===== src/design/cid_pkg.sv =====
// Shared codes and the decoded item type for the instruction decoder.
package cid_pkg;

    localparam int unsigned WORD_W = 16;

    // Format classes
    localparam logic [3:0] FMT_UNDEF = 4'd0;
    localparam logic [3:0] FMT_NR    = 4'd1;
    localparam logic [3:0] FMT_R     = 4'd2;
    localparam logic [3:0] FMT_RR    = 4'd3;
    localparam logic [3:0] FMT_RI5   = 4'd4;
    localparam logic [3:0] FMT_RRI5  = 4'd5;
    localparam logic [3:0] FMT_I8    = 4'd6;
    localparam logic [3:0] FMT_RI8   = 4'd7;
    localparam logic [3:0] FMT_I12   = 4'd8;

    // Operation classes
    localparam logic [2:0] CL_ALUR    = 3'd0;
    localparam logic [2:0] CL_BRANCH  = 3'd1;
    localparam logic [2:0] CL_CONTROL = 3'd2;
    localparam logic [2:0] CL_ENV     = 3'd3;
    localparam logic [2:0] CL_MEM     = 3'd4;
    localparam logic [2:0] CL_ALUI    = 3'd5;

    // Return-address register number
    localparam logic [3:0] RET_REG = 4'd8;

    // Function codes
    localparam logic [6:0] FN_UNKNOWN = 7'd0;
    localparam logic [6:0] FN_NOP     = 7'd1;
    localparam logic [6:0] FN_CLRT    = 7'd2;
    localparam logic [6:0] FN_SETT    = 7'd3;
    localparam logic [6:0] FN_NOTT    = 7'd4;
    localparam logic [6:0] FN_RTS     = 7'd5;
    localparam logic [6:0] FN_RTE     = 7'd6;
    localparam logic [6:0] FN_INTC    = 7'd7;
    localparam logic [6:0] FN_INTS    = 7'd8;
    localparam logic [6:0] FN_EBREAK  = 7'd9;
    localparam logic [6:0] FN_EXIT    = 7'd10;
    localparam logic [6:0] FN_MOVT    = 7'd11;
    localparam logic [6:0] FN_DT      = 7'd12;
    localparam logic [6:0] FN_BRAF    = 7'd13;
    localparam logic [6:0] FN_BSRF    = 7'd14;
    localparam logic [6:0] FN_JMP     = 7'd15;
    localparam logic [6:0] FN_JSR     = 7'd16;
    localparam logic [6:0] FN_SGZ     = 7'd17;
    localparam logic [6:0] FN_SGZU    = 7'd18;
    localparam logic [6:0] FN_MOV     = 7'd19;
    localparam logic [6:0] FN_LDB     = 7'd20;
    localparam logic [6:0] FN_LDW     = 7'd21;
    localparam logic [6:0] FN_STB     = 7'd22;
    localparam logic [6:0] FN_STW     = 7'd23;
    localparam logic [6:0] FN_ADD     = 7'd24;
    localparam logic [6:0] FN_ADDC    = 7'd25;
    localparam logic [6:0] FN_ADDV    = 7'd26;
    localparam logic [6:0] FN_SUB     = 7'd27;
    localparam logic [6:0] FN_SUBC    = 7'd28;
    localparam logic [6:0] FN_SUBV    = 7'd29;
    localparam logic [6:0] FN_AND     = 7'd30;
    localparam logic [6:0] FN_TST     = 7'd31;
    localparam logic [6:0] FN_NEG     = 7'd32;
    localparam logic [6:0] FN_NEGC    = 7'd33;
    localparam logic [6:0] FN_NOT     = 7'd34;
    localparam logic [6:0] FN_OR      = 7'd35;
    localparam logic [6:0] FN_XOR     = 7'd36;
    localparam logic [6:0] FN_SEQ     = 7'd37;
    localparam logic [6:0] FN_SGE     = 7'd38;
    localparam logic [6:0] FN_SGEU    = 7'd39;
    localparam logic [6:0] FN_SGT     = 7'd40;
    localparam logic [6:0] FN_SGTU    = 7'd41;
    localparam logic [6:0] FN_EXTS    = 7'd42;
    localparam logic [6:0] FN_EXTU    = 7'd43;
    localparam logic [6:0] FN_SLL     = 7'd44;
    localparam logic [6:0] FN_SRL     = 7'd45;
    localparam logic [6:0] FN_SRA     = 7'd46;
    localparam logic [6:0] FN_ROT     = 7'd47;
    localparam logic [6:0] FN_MULB    = 7'd48;
    localparam logic [6:0] FN_MULW    = 7'd49;
    localparam logic [6:0] FN_DIVB    = 7'd50;
    localparam logic [6:0] FN_DIVW    = 7'd51;
    localparam logic [6:0] FN_MULUB   = 7'd52;
    localparam logic [6:0] FN_MULUW   = 7'd53;
    localparam logic [6:0] FN_DIVUB   = 7'd54;
    localparam logic [6:0] FN_DIVUW   = 7'd55;
    localparam logic [6:0] FN_MODB    = 7'd56;
    localparam logic [6:0] FN_MODW    = 7'd57;
    localparam logic [6:0] FN_BCLR    = 7'd58;
    localparam logic [6:0] FN_BSET    = 7'd59;
    localparam logic [6:0] FN_BNOT    = 7'd60;
    localparam logic [6:0] FN_BTST    = 7'd61;
    localparam logic [6:0] FN_BF      = 7'd62;
    localparam logic [6:0] FN_BT      = 7'd63;
    localparam logic [6:0] FN_BRA     = 7'd64;
    localparam logic [6:0] FN_BSR     = 7'd65;

    // Decoded item, last field in the lowest bits
    typedef struct packed {
        logic        illegal;
        logic        writes_back;
        logic [15:0] immediate;
        logic [3:0]  src2_reg;
        logic [3:0]  src1_reg;
        logic [3:0]  dest_reg;
        logic [6:0]  func_code;
        logic [2:0]  op_class;
        logic [3:0]  format_class;
        logic [3:0]  major_opcode;
    } cid_result_t;

endpackage


===== src/design/cid_decode.sv =====
// Combinational decode of one instruction word into its fields.
module cid_decode
(
    input  logic [cid_pkg::WORD_W-1:0] word,
    output cid_pkg::cid_result_t       result
);
    import cid_pkg::*;

    logic [3:0]  op;
    logic [2:0]  m;
    logic [2:0]  n;
    logic        f1;
    logic        s7;
    logic [3:0]  f4;
    logic [5:0]  f6;
    logic [3:0]  sub8;
    logic [15:0] imm5;
    logic [15:0] imm8z;
    logic [15:0] imm8s;
    logic [15:0] imm12;
    logic [3:0]  dm;
    logic [3:0]  am;
    logic [3:0]  an;

    logic [3:0]  form;
    logic [2:0]  cls;
    logic [6:0]  fn;
    logic [3:0]  rd;
    logic [3:0]  rs1;
    logic [3:0]  rs2;
    logic [15:0] imm;
    logic        wb;
    logic        bad;

    assign op    = word[15:12];
    assign m     = word[10:8];
    assign n     = word[6:4];
    assign f1    = word[11];
    assign s7    = word[7];
    assign f4    = {f1, n};
    assign f6    = {f1, s7, word[3:0]};
    assign sub8  = {f1, m};
    assign imm5  = {{12{s7}}, word[3:0]};
    assign imm8z = {8'h00, word[7:0]};
    assign imm8s = {{8{s7}}, word[7:0]};
    assign imm12 = {{4{f1}}, word[11:0]};
    assign dm    = {1'b0, m};
    assign am    = {1'b1, m};
    assign an    = {1'b1, n};

    always_comb
    begin
        form = FMT_UNDEF;
        cls  = CL_ALUR;
        fn   = FN_UNKNOWN;
        rd   = dm;
        rs1  = dm;
        rs2  = {1'b0, n};
        imm  = 16'h0000;
        wb   = 1'b0;

        unique case (op)
            4'd0:
            begin
                form = FMT_NR;
                unique case (f6)
                    6'd0: fn = FN_NOP;
                    6'd1: fn = FN_CLRT;
                    6'd2: fn = FN_SETT;
                    6'd3: fn = FN_NOTT;
                    6'd4: begin cls = CL_BRANCH; fn = FN_RTS; rs1 = RET_REG; end
                    6'd5: begin cls = CL_BRANCH; fn = FN_RTE; end
                    6'd6: begin cls = CL_CONTROL; fn = FN_INTC; end
                    6'd7: begin cls = CL_CONTROL; fn = FN_INTS; end
                    6'd8: begin cls = CL_ENV; fn = FN_EBREAK; end
                    6'd9: begin cls = CL_ENV; fn = FN_EXIT; end
                    default: fn = FN_UNKNOWN;
                endcase
            end
            4'd1:
            begin
                form = FMT_R;
                unique case (f6)
                    6'd0: begin fn = FN_MOVT; wb = 1'b1; end
                    6'd1: begin fn = FN_DT; wb = 1'b1; end
                    6'd2: begin fn = FN_DT; rs1 = am; rd = am; wb = 1'b1; end
                    6'd3: begin cls = CL_BRANCH; fn = FN_BRAF; rs1 = am; end
                    6'd4:
                    begin
                        cls = CL_BRANCH; fn = FN_BSRF; rs1 = am; rd = RET_REG; wb = 1'b1;
                    end
                    6'd5: begin cls = CL_BRANCH; fn = FN_JMP; rs1 = am; end
                    6'd6:
                    begin
                        cls = CL_BRANCH; fn = FN_JSR; rs1 = am; rd = RET_REG; wb = 1'b1;
                    end
                    6'd7: fn = FN_SGZ;
                    6'd8: fn = FN_SGZU;
                    default: fn = FN_UNKNOWN;
                endcase
            end
            4'd2:
            begin
                form = FMT_RR;
                wb   = 1'b1;
                unique case (f6)
                    6'd0:  fn = FN_MOV;
                    6'd1:  begin fn = FN_MOV; rd = am; end
                    6'd2:  begin fn = FN_MOV; rs2 = an; rd = am; end
                    6'd3:  begin fn = FN_MOV; rs2 = an; end
                    6'd4:  begin cls = CL_MEM; fn = FN_LDB; rs2 = an; end
                    6'd5:  begin cls = CL_MEM; fn = FN_LDW; rs2 = an; end
                    6'd7:  begin cls = CL_MEM; fn = FN_STB; rs1 = am; wb = 1'b0; end
                    6'd8:  begin cls = CL_MEM; fn = FN_STW; rs1 = am; wb = 1'b0; end
                    6'd10: fn = FN_ADD;
                    6'd11: fn = FN_ADDC;
                    6'd12: fn = FN_ADDV;
                    6'd13: begin fn = FN_ADD; rs1 = am; rs2 = an; rd = am; end
                    6'd14: begin fn = FN_ADD; rs1 = am; rd = am; end
                    6'd15: fn = FN_SUB;
                    6'd16: fn = FN_SUBC;
                    6'd17: fn = FN_SUBV;
                    6'd18: begin fn = FN_SUB; rs1 = am; rs2 = an; rd = am; end
                    6'd19: begin fn = FN_SUB; rs1 = am; rd = am; end
                    6'd20: fn = FN_AND;
                    6'd21: begin fn = FN_TST; wb = 1'b0; end
                    6'd22: fn = FN_NEG;
                    6'd23: fn = FN_NEGC;
                    6'd24: fn = FN_NOT;
                    6'd25: fn = FN_OR;
                    6'd26: fn = FN_XOR;
                    6'd27: begin fn = FN_SEQ; wb = 1'b0; end
                    6'd28: begin fn = FN_SGE; wb = 1'b0; end
                    6'd29: begin fn = FN_SGEU; wb = 1'b0; end
                    6'd30: begin fn = FN_SGT; wb = 1'b0; end
                    6'd31: begin fn = FN_SGTU; wb = 1'b0; end
                    6'd32: fn = FN_EXTS;
                    6'd34: fn = FN_EXTU;
                    6'd36: fn = FN_SLL;
                    6'd37: fn = FN_SRL;
                    6'd38: fn = FN_SRA;
                    6'd39: fn = FN_ROT;
                    6'd40: fn = FN_MULB;
                    6'd41: fn = FN_MULW;
                    6'd43: fn = FN_DIVB;
                    6'd44: fn = FN_DIVW;
                    6'd46: fn = FN_MULUB;
                    6'd47: fn = FN_MULUW;
                    6'd49: fn = FN_DIVUB;
                    6'd50: fn = FN_DIVUW;
                    6'd52: fn = FN_MODB;
                    6'd53: fn = FN_MODW;
                    default: fn = FN_UNKNOWN;
                endcase
            end
            4'd3:
            begin
                form = FMT_RI5;
                cls  = CL_ALUI;
                wb   = 1'b1;
                imm  = imm5;
                unique case (f4)
                    4'd0: fn = FN_BCLR;
                    4'd1: fn = FN_BSET;
                    4'd2: fn = FN_BNOT;
                    4'd3: begin fn = FN_BTST; wb = 1'b0; end
                    4'd4: fn = FN_SLL;
                    4'd5: fn = FN_SRL;
                    4'd6: fn = FN_SRA;
                    4'd7: fn = FN_ROT;
                    default: fn = FN_UNKNOWN;
                endcase
            end
            4'd4:
            begin
                form = FMT_RRI5;
                cls  = CL_MEM;
                imm  = imm5;
                rs2  = an;
                if (f1)
                begin
                    fn  = FN_STW;
                    rs1 = am;
                end
                else
                begin
                    fn = FN_LDW;
                    rd = am;
                    wb = 1'b1;
                end
            end
            4'd5, 4'd6:
            begin
                form = FMT_RRI5;
                cls  = CL_MEM;
                imm  = imm5;
                rs2  = an;
                if (f1)
                begin
                    fn = (op == 4'd5) ? FN_STB : FN_STW;
                end
                else
                begin
                    fn = (op == 4'd5) ? FN_LDB : FN_LDW;
                    wb = 1'b1;
                end
            end
            4'd8:
            begin
                form = FMT_I8;
                cls  = CL_ALUI;
                rs1  = 4'd0;
                rd   = 4'd0;
                wb   = 1'b1;
                imm  = imm8z;
                unique case (sub8)
                    4'd0:  fn = FN_AND;
                    4'd1:  fn = FN_OR;
                    4'd2:  fn = FN_XOR;
                    4'd3:  begin fn = FN_TST; wb = 1'b0; end
                    4'd4:  fn = FN_MULUW;
                    4'd5:  fn = FN_DIVUW;
                    4'd6:  fn = FN_MODW;
                    4'd8:  begin fn = FN_MULW; imm = imm8s; end
                    4'd9:  begin fn = FN_DIVW; imm = imm8s; end
                    4'd10: begin cls = CL_BRANCH; fn = FN_BF; imm = imm8s; wb = 1'b0; end
                    4'd11: begin cls = CL_BRANCH; fn = FN_BT; imm = imm8s; wb = 1'b0; end
                    default: fn = FN_UNKNOWN;
                endcase
            end
            4'd9, 4'd10:
            begin
                form = FMT_RI8;
                cls  = CL_MEM;
                imm  = imm8s;
                if (!f1)
                begin
                    fn = FN_LDW;
                    wb = 1'b1;
                    if (op == 4'd10)
                    begin
                        rd = am;
                    end
                end
            end
            4'd11:
            begin
                form = FMT_RI8;
                cls  = CL_ALUI;
                wb   = 1'b1;
                imm  = imm8s;
                fn   = FN_ADD;
                if (f1)
                begin
                    rd = am;
                end
            end
            4'd12:
            begin
                form = FMT_RI8;
                cls  = CL_ALUI;
                if (!f1)
                begin
                    fn  = FN_SEQ;
                    imm = imm8s;
                end
                else
                begin
                    fn  = FN_MOV;
                    imm = imm8z;
                    wb  = 1'b1;
                end
            end
            4'd14, 4'd15:
            begin
                form = FMT_I12;
                cls  = CL_BRANCH;
                imm  = imm12;
                if (op == 4'd14)
                begin
                    fn = FN_BRA;
                end
                else
                begin
                    fn = FN_BSR;
                    rd = RET_REG;
                    wb = 1'b1;
                end
            end
            default:
            begin
                // reserved opcodes keep the defaults and flag illegal
                form = FMT_UNDEF;
            end
        endcase
    end

    assign bad = (fn == FN_UNKNOWN);

    always_comb
    begin
        result.major_opcode = op;
        result.format_class = form;
        result.op_class     = cls;
        result.func_code    = fn;
        result.dest_reg     = rd;
        result.src1_reg     = rs1;
        result.src2_reg     = rs2;
        result.immediate    = imm;
        result.writes_back  = wb & ~bad;
        result.illegal      = bad;
    end

endmodule


===== src/design/custom_isa_instruction_decoder.sv =====
// Top level of the instruction decoder: input register, decode and result register.
//
// Usage
//   Slave channel (s_axis_*) takes one 16-bit instruction word per item.
//   Master channel (m_axis_*) gives one decoded item per input item, in order.
//   Items move on a rising edge where tvalid and tready are both high.
// Pipeline and throughput
//   An accepted word is held in the input register, decoded by short
//   combinational logic and captured in the result register, from which the
//   decoded item is offered on m_axis. One item per clock is sustained
//   while m_axis_tready stays high; the two-register pipeline sets this.
// Reset
//   rst_n low clears both valid flags at once; no item is held afterwards.
// Stall
//   While the receiver holds m_axis_tready low the result register holds
//   its item; the input register still accepts one further word, so
//   s_axis_tready drops only when both registers are full.
module custom_isa_instruction_decoder
(
    input  logic        clk,
    input  logic        rst_n,
    input  logic        s_axis_tvalid,
    output logic        s_axis_tready,
    input  logic [15:0] s_axis_tdata,   // [15:0] instr_word
    output logic        m_axis_tvalid,
    input  logic        m_axis_tready,
    // [3:0] major_opcode, [7:4] format_class, [10:8] op_class, [17:11] func_code,
    // [21:18] dest_reg, [25:22] src1_reg, [29:26] src2_reg, [45:30] immediate,
    // [46] writes_back, [47] illegal
    output logic [47:0] m_axis_tdata
);
    import cid_pkg::*;

    logic        in_valid_reg;
    logic        in_valid_next;
    logic [15:0] in_word_reg;
    logic        out_valid_reg;
    logic        out_valid_next;
    cid_result_t out_item_reg;
    cid_result_t decoded;
    logic        out_load;
    logic        in_load;

    // Advance the result register when it is empty or being drained
    assign out_load      = ~out_valid_reg | m_axis_tready;
    // Take a new word when the input register is empty or moving on
    assign in_load       = ~in_valid_reg | out_load;
    assign s_axis_tready = in_load;

    cid_decode u_decode
    (
        .word   (in_word_reg),
        .result (decoded)
    );

    always_comb
    begin
        in_valid_next = in_valid_reg;
        if (in_load)
        begin
            in_valid_next = s_axis_tvalid;
        end
        out_valid_next = out_valid_reg;
        if (out_load)
        begin
            out_valid_next = in_valid_reg;
        end
    end

    always_ff @(posedge clk or negedge rst_n)
    begin
        if (!rst_n)
        begin
            in_valid_reg  <= 1'b0;
            out_valid_reg <= 1'b0;
        end
        else
        begin
            in_valid_reg  <= in_valid_next;
            out_valid_reg <= out_valid_next;
        end
    end

    // Payload registers: load only with a valid item, hold otherwise
    always_ff @(posedge clk)
    begin
        if (in_load && s_axis_tvalid)
        begin
            in_word_reg <= s_axis_tdata;
        end
        if (out_load && in_valid_reg)
        begin
            out_item_reg <= decoded;
        end
    end

    assign m_axis_tvalid = out_valid_reg;
    assign m_axis_tdata  = out_item_reg;

endmodule


===== config.mk =====
export PLATFORM = sky130hd
export DESIGN_NAME = custom_isa_instruction_decoder
export DESIGN_NICKNAME = d
export VERILOG_FILES = /design/src/design/cid_pkg.sv /design/src/design/cid_decode.sv /design/src/design/custom_isa_instruction_decoder.sv
export SDC_FILE = /design/constraint.sdc
export NUM_CORES = 1
export LEC_CHECK = 0
export BUFFER_PORTS_ARGS = -buffer_cell sky130_fd_sc_hd__buf_2
export CAP_MARGIN = 20
export CELL_PAD_IN_SITES_DETAIL_PLACEMENT = 0
export CELL_PAD_IN_SITES_GLOBAL_PLACEMENT = 1
export CORE_UTILIZATION = 47
export CTS_CLUSTER_SIZE = 28
export DETAILED_ROUTE_END_ITERATION = 8
export PLACE_DENSITY = 0.95
export SLEW_MARGIN = 20
export SYNTH_ARGS = -nofsm -noshare
export SYNTH_HDL_FRONTEND = slang
export SYNTH_SLANG_ARGS = --single-unit

===== constraint.sdc =====
create_clock -name clk -period 3.2 [get_ports clk]
set_input_delay 0.16 -clock clk [delete_from_list [all_inputs] [get_ports clk]]
set_output_delay 0.16 -clock clk [all_outputs]
set_load 0.01 [all_outputs]

==> summary.txt <==
Run status
  – Outcome: complete, no violations

Finish
  – Max FFs per register: 44
  – Inserted Diodes: 0
  – Final nets: 508
  – Final instance area: 4800 sq um
  – Fin util: 58.7%
  – Layout cell share with drive strength beyond 1: 25.6%
  – Area Growth Syn to Fin: 21.1%

Timing
  – Max Slew Vio Count: 0
  – Final hold violation count: 0
  – Peak Freq: 350 MHz
  – Setup Viol. Count Final: 0
  – Fin worst setup slack: 344 ps
  – Skew final: 15.1 ps
  – Final period utilization: 89.2%
  – RSZ-0062 raised after global routing: no
  – Hold slack: 4.37 ps
  – Fin crit period: 2860 ps
  – Setup TNS: 0 ps
  – Slew @ Worst Pin: 1020 ps
  – Relative slew margins: 30.8%

Drt
  – DR vias/cell: 6.18
  – Met1 wire length: 4640 um
  – Met2 wire len: 4760 um
  – TritonRoute pass-1 iters: 6
  – Initial DRC count: 615
  – ANT nets after route: 0
  – Met3 WL: 901 um
  – Residual DRC: 0
  – WL/cell: 17.8 um
  – Highest metal layer with signal wires: met4
  – Routed vias: 3694
  – WL final: 10600 um

Clock tree
  – CTS Root Cell: clkbuf_8
  – CTS tree: built
  – Post-CTS repair timing setup buffer count: 0
  – CTS Buffer Depth: 2
  – Total CTS buffers: 9
  – Clock H-tree levels: 3
  – Clk_lat worst skew: 350 ps
  – Hold Buf Count CTS: 17
  – Resized cells post-CTS: 0
  – Clk sinks: 62
  – Clock Pin Slew Worst Setup and Hold Paths: 80 ps

Floorplan
  – Row cnt: 33
  – Die H: 93.9 um
  – Ports: 70
  – Initial core utilization: 48.5%
  – CORE AREA: 8180 sq um
  – Die width: 93.9 um
  – Die ar.: 8810 sq um

Place
  – RePlAce Congestion: 1.01
  – # port buffers: 69
  – Detailed Place HPWL: 7340 um
  – Placed instance area: 4400 sq um
  – Worst slack, placed: 478 ps

Critical path
  – Max FO, Critical Path: 22
  – Setup crit end kind: flop
  – Critical path type: reg2reg
  – Crit path largest cell delay: 990 ps
  – Critical path cell sequence: nor4b_1 -> o311ai_0 -> o2111ai_1 -> a311oi_1 -> and3_1
  – Crit-path slowest cell: nor4b_1
  – CP bufs+invs: 0
  – R2R Setup Slk: 340 ps
  – Required time of the critical path: 3320 ps
  – CP delay by family, top: simple AND/OR/NAND/NOR gates
  – Startpoint Class: flop
  – Worst Path Arrival: 2970 ps

Global route
  – First-pass GRT wire length: 16700 um
  – GRT Total Usage: 25.0%
  – Largest net degree at the start of global routing: 45
  – Gr ovfl total: 0
  – Vias in the first global route: 3219
  – Initial antenna violation count: 0

Synthesis
  – Synth cell types: 65
  – Main synth FF type: edfxtp_1
  – Async set-reset flop share out of synthesis: 3.23%
  – Syn Nets: 431
  – Number of synthesized flops with an enable pin: 60
  – Yosys warns: 0
  – Synth Instances: 411
  – Seq/Total Area, Yosys: 46.7%
  – Mapped Area: 3970 sq um
  – Mean post-synth cell area: 9.65 sq um
  – Number of synthesized register bits: 62

Worst hold path
  – Worst Hold Class: in2reg

Job
  – Max Cap Viol: 0

Pwr
  – Peak VDD IR: 0.000263 V
  – Leak: 1.88 nW
  – Pwr/cell area: 472 nW/um^2
[routing by layer]
metal,vias up,track usage (%)
met3,35,3.96
li1,1708,-
met1,1717,36.2
met5,-,0
met4,0,9.36
met2,234,37.6
[cell usage in the layout (no fill, tap or decap), drive strengths merged, types with 10 or more instances in the layout]
master,n
a21oi,25
and2,17
buf,91
clkbuf,10
dlygate4sd3,17
edfxtp,60
inv,17
nand2,30
nand2b,11
nor2,23
nor2b,12
o21ai,28
[final timing paths]
check | startpoint | to | depth (start not counted)
max | in_word_reg[12] | m_axis_tdata[47] | 5
min | s_axis_tvalid | in_valid_reg | 2
max reg2reg | in_word_reg[12] | m_axis_tdata[47] | 5
min reg2reg | in_valid_reg | m_axis_tvalid | 1
max in group asynchronous | rst_n | in_valid_reg | 2
min in group asynchronous | rst_n | m_axis_tvalid | 2
[cells by family after synthesis]
kind of cell / count (synthesis) / share of synthesized area [%]
AOI/OAI and AO/OA: 129 / 22.3
buffers and inverters: 58 / 6.75
adders and majority gates: 2 / 0.505
DFF: 62 / 46.7
xor gates and xnor gates: 7 / 1.55
and+or+nand+nor: 152 / 22.0
muxes: 1 / 0.252
[where the power goes]
group          switching (mW)  internal, mW
logic                   0.245         0.179
registers              0.0621         0.978
clock network           0.339         0.464
total                   0.646          1.62
[synthesized netlist by cell type, types with 6 or more instances]
master	number	area [sq um]
or2_2	6	37.5
clkbuf_1	10	37.5
a21oi_1	25	125
nand3_1	9	45.0
inv_1	16	60.1
nor3_1	9	45.0
and2_1	15	93.8
edfxtp_1	60	1800
nand2_1	30	113
nor2b_1	12	75.1
a211oi_1	6	45.0
o211ai_1	6	45.0
o21ai_0	28	140
buf_2	19	95.1
a21o_1	7	52.6
nor2_1	23	86.3
nand2b_1	11	68.8
buf_1	7	26.3
[stage by stage]
stage | cells | power (mW)
final | 598 | 2.27
after global routing | 598 | 2.36
after CTS | 598 | 2.27
after detailed placement | 565 | 1.46
after global placement | 565 | 1.45
after floorplan | 411 | 1.32
[layout make-up]
class / instances / area, sq um
Clock inverter: 6 / 92.6
Sequential cell: 62 / 1850
Multi-Input combinational cell: 291 / 1850
Inverter: 16 / 60.1
Clock buffer: 10 / 138
Timing Repair Buffer: 108 / 681
Fill cell: 730 / 3370
Tap cell: 105 / 131
(Power assumes the default switching activity.)
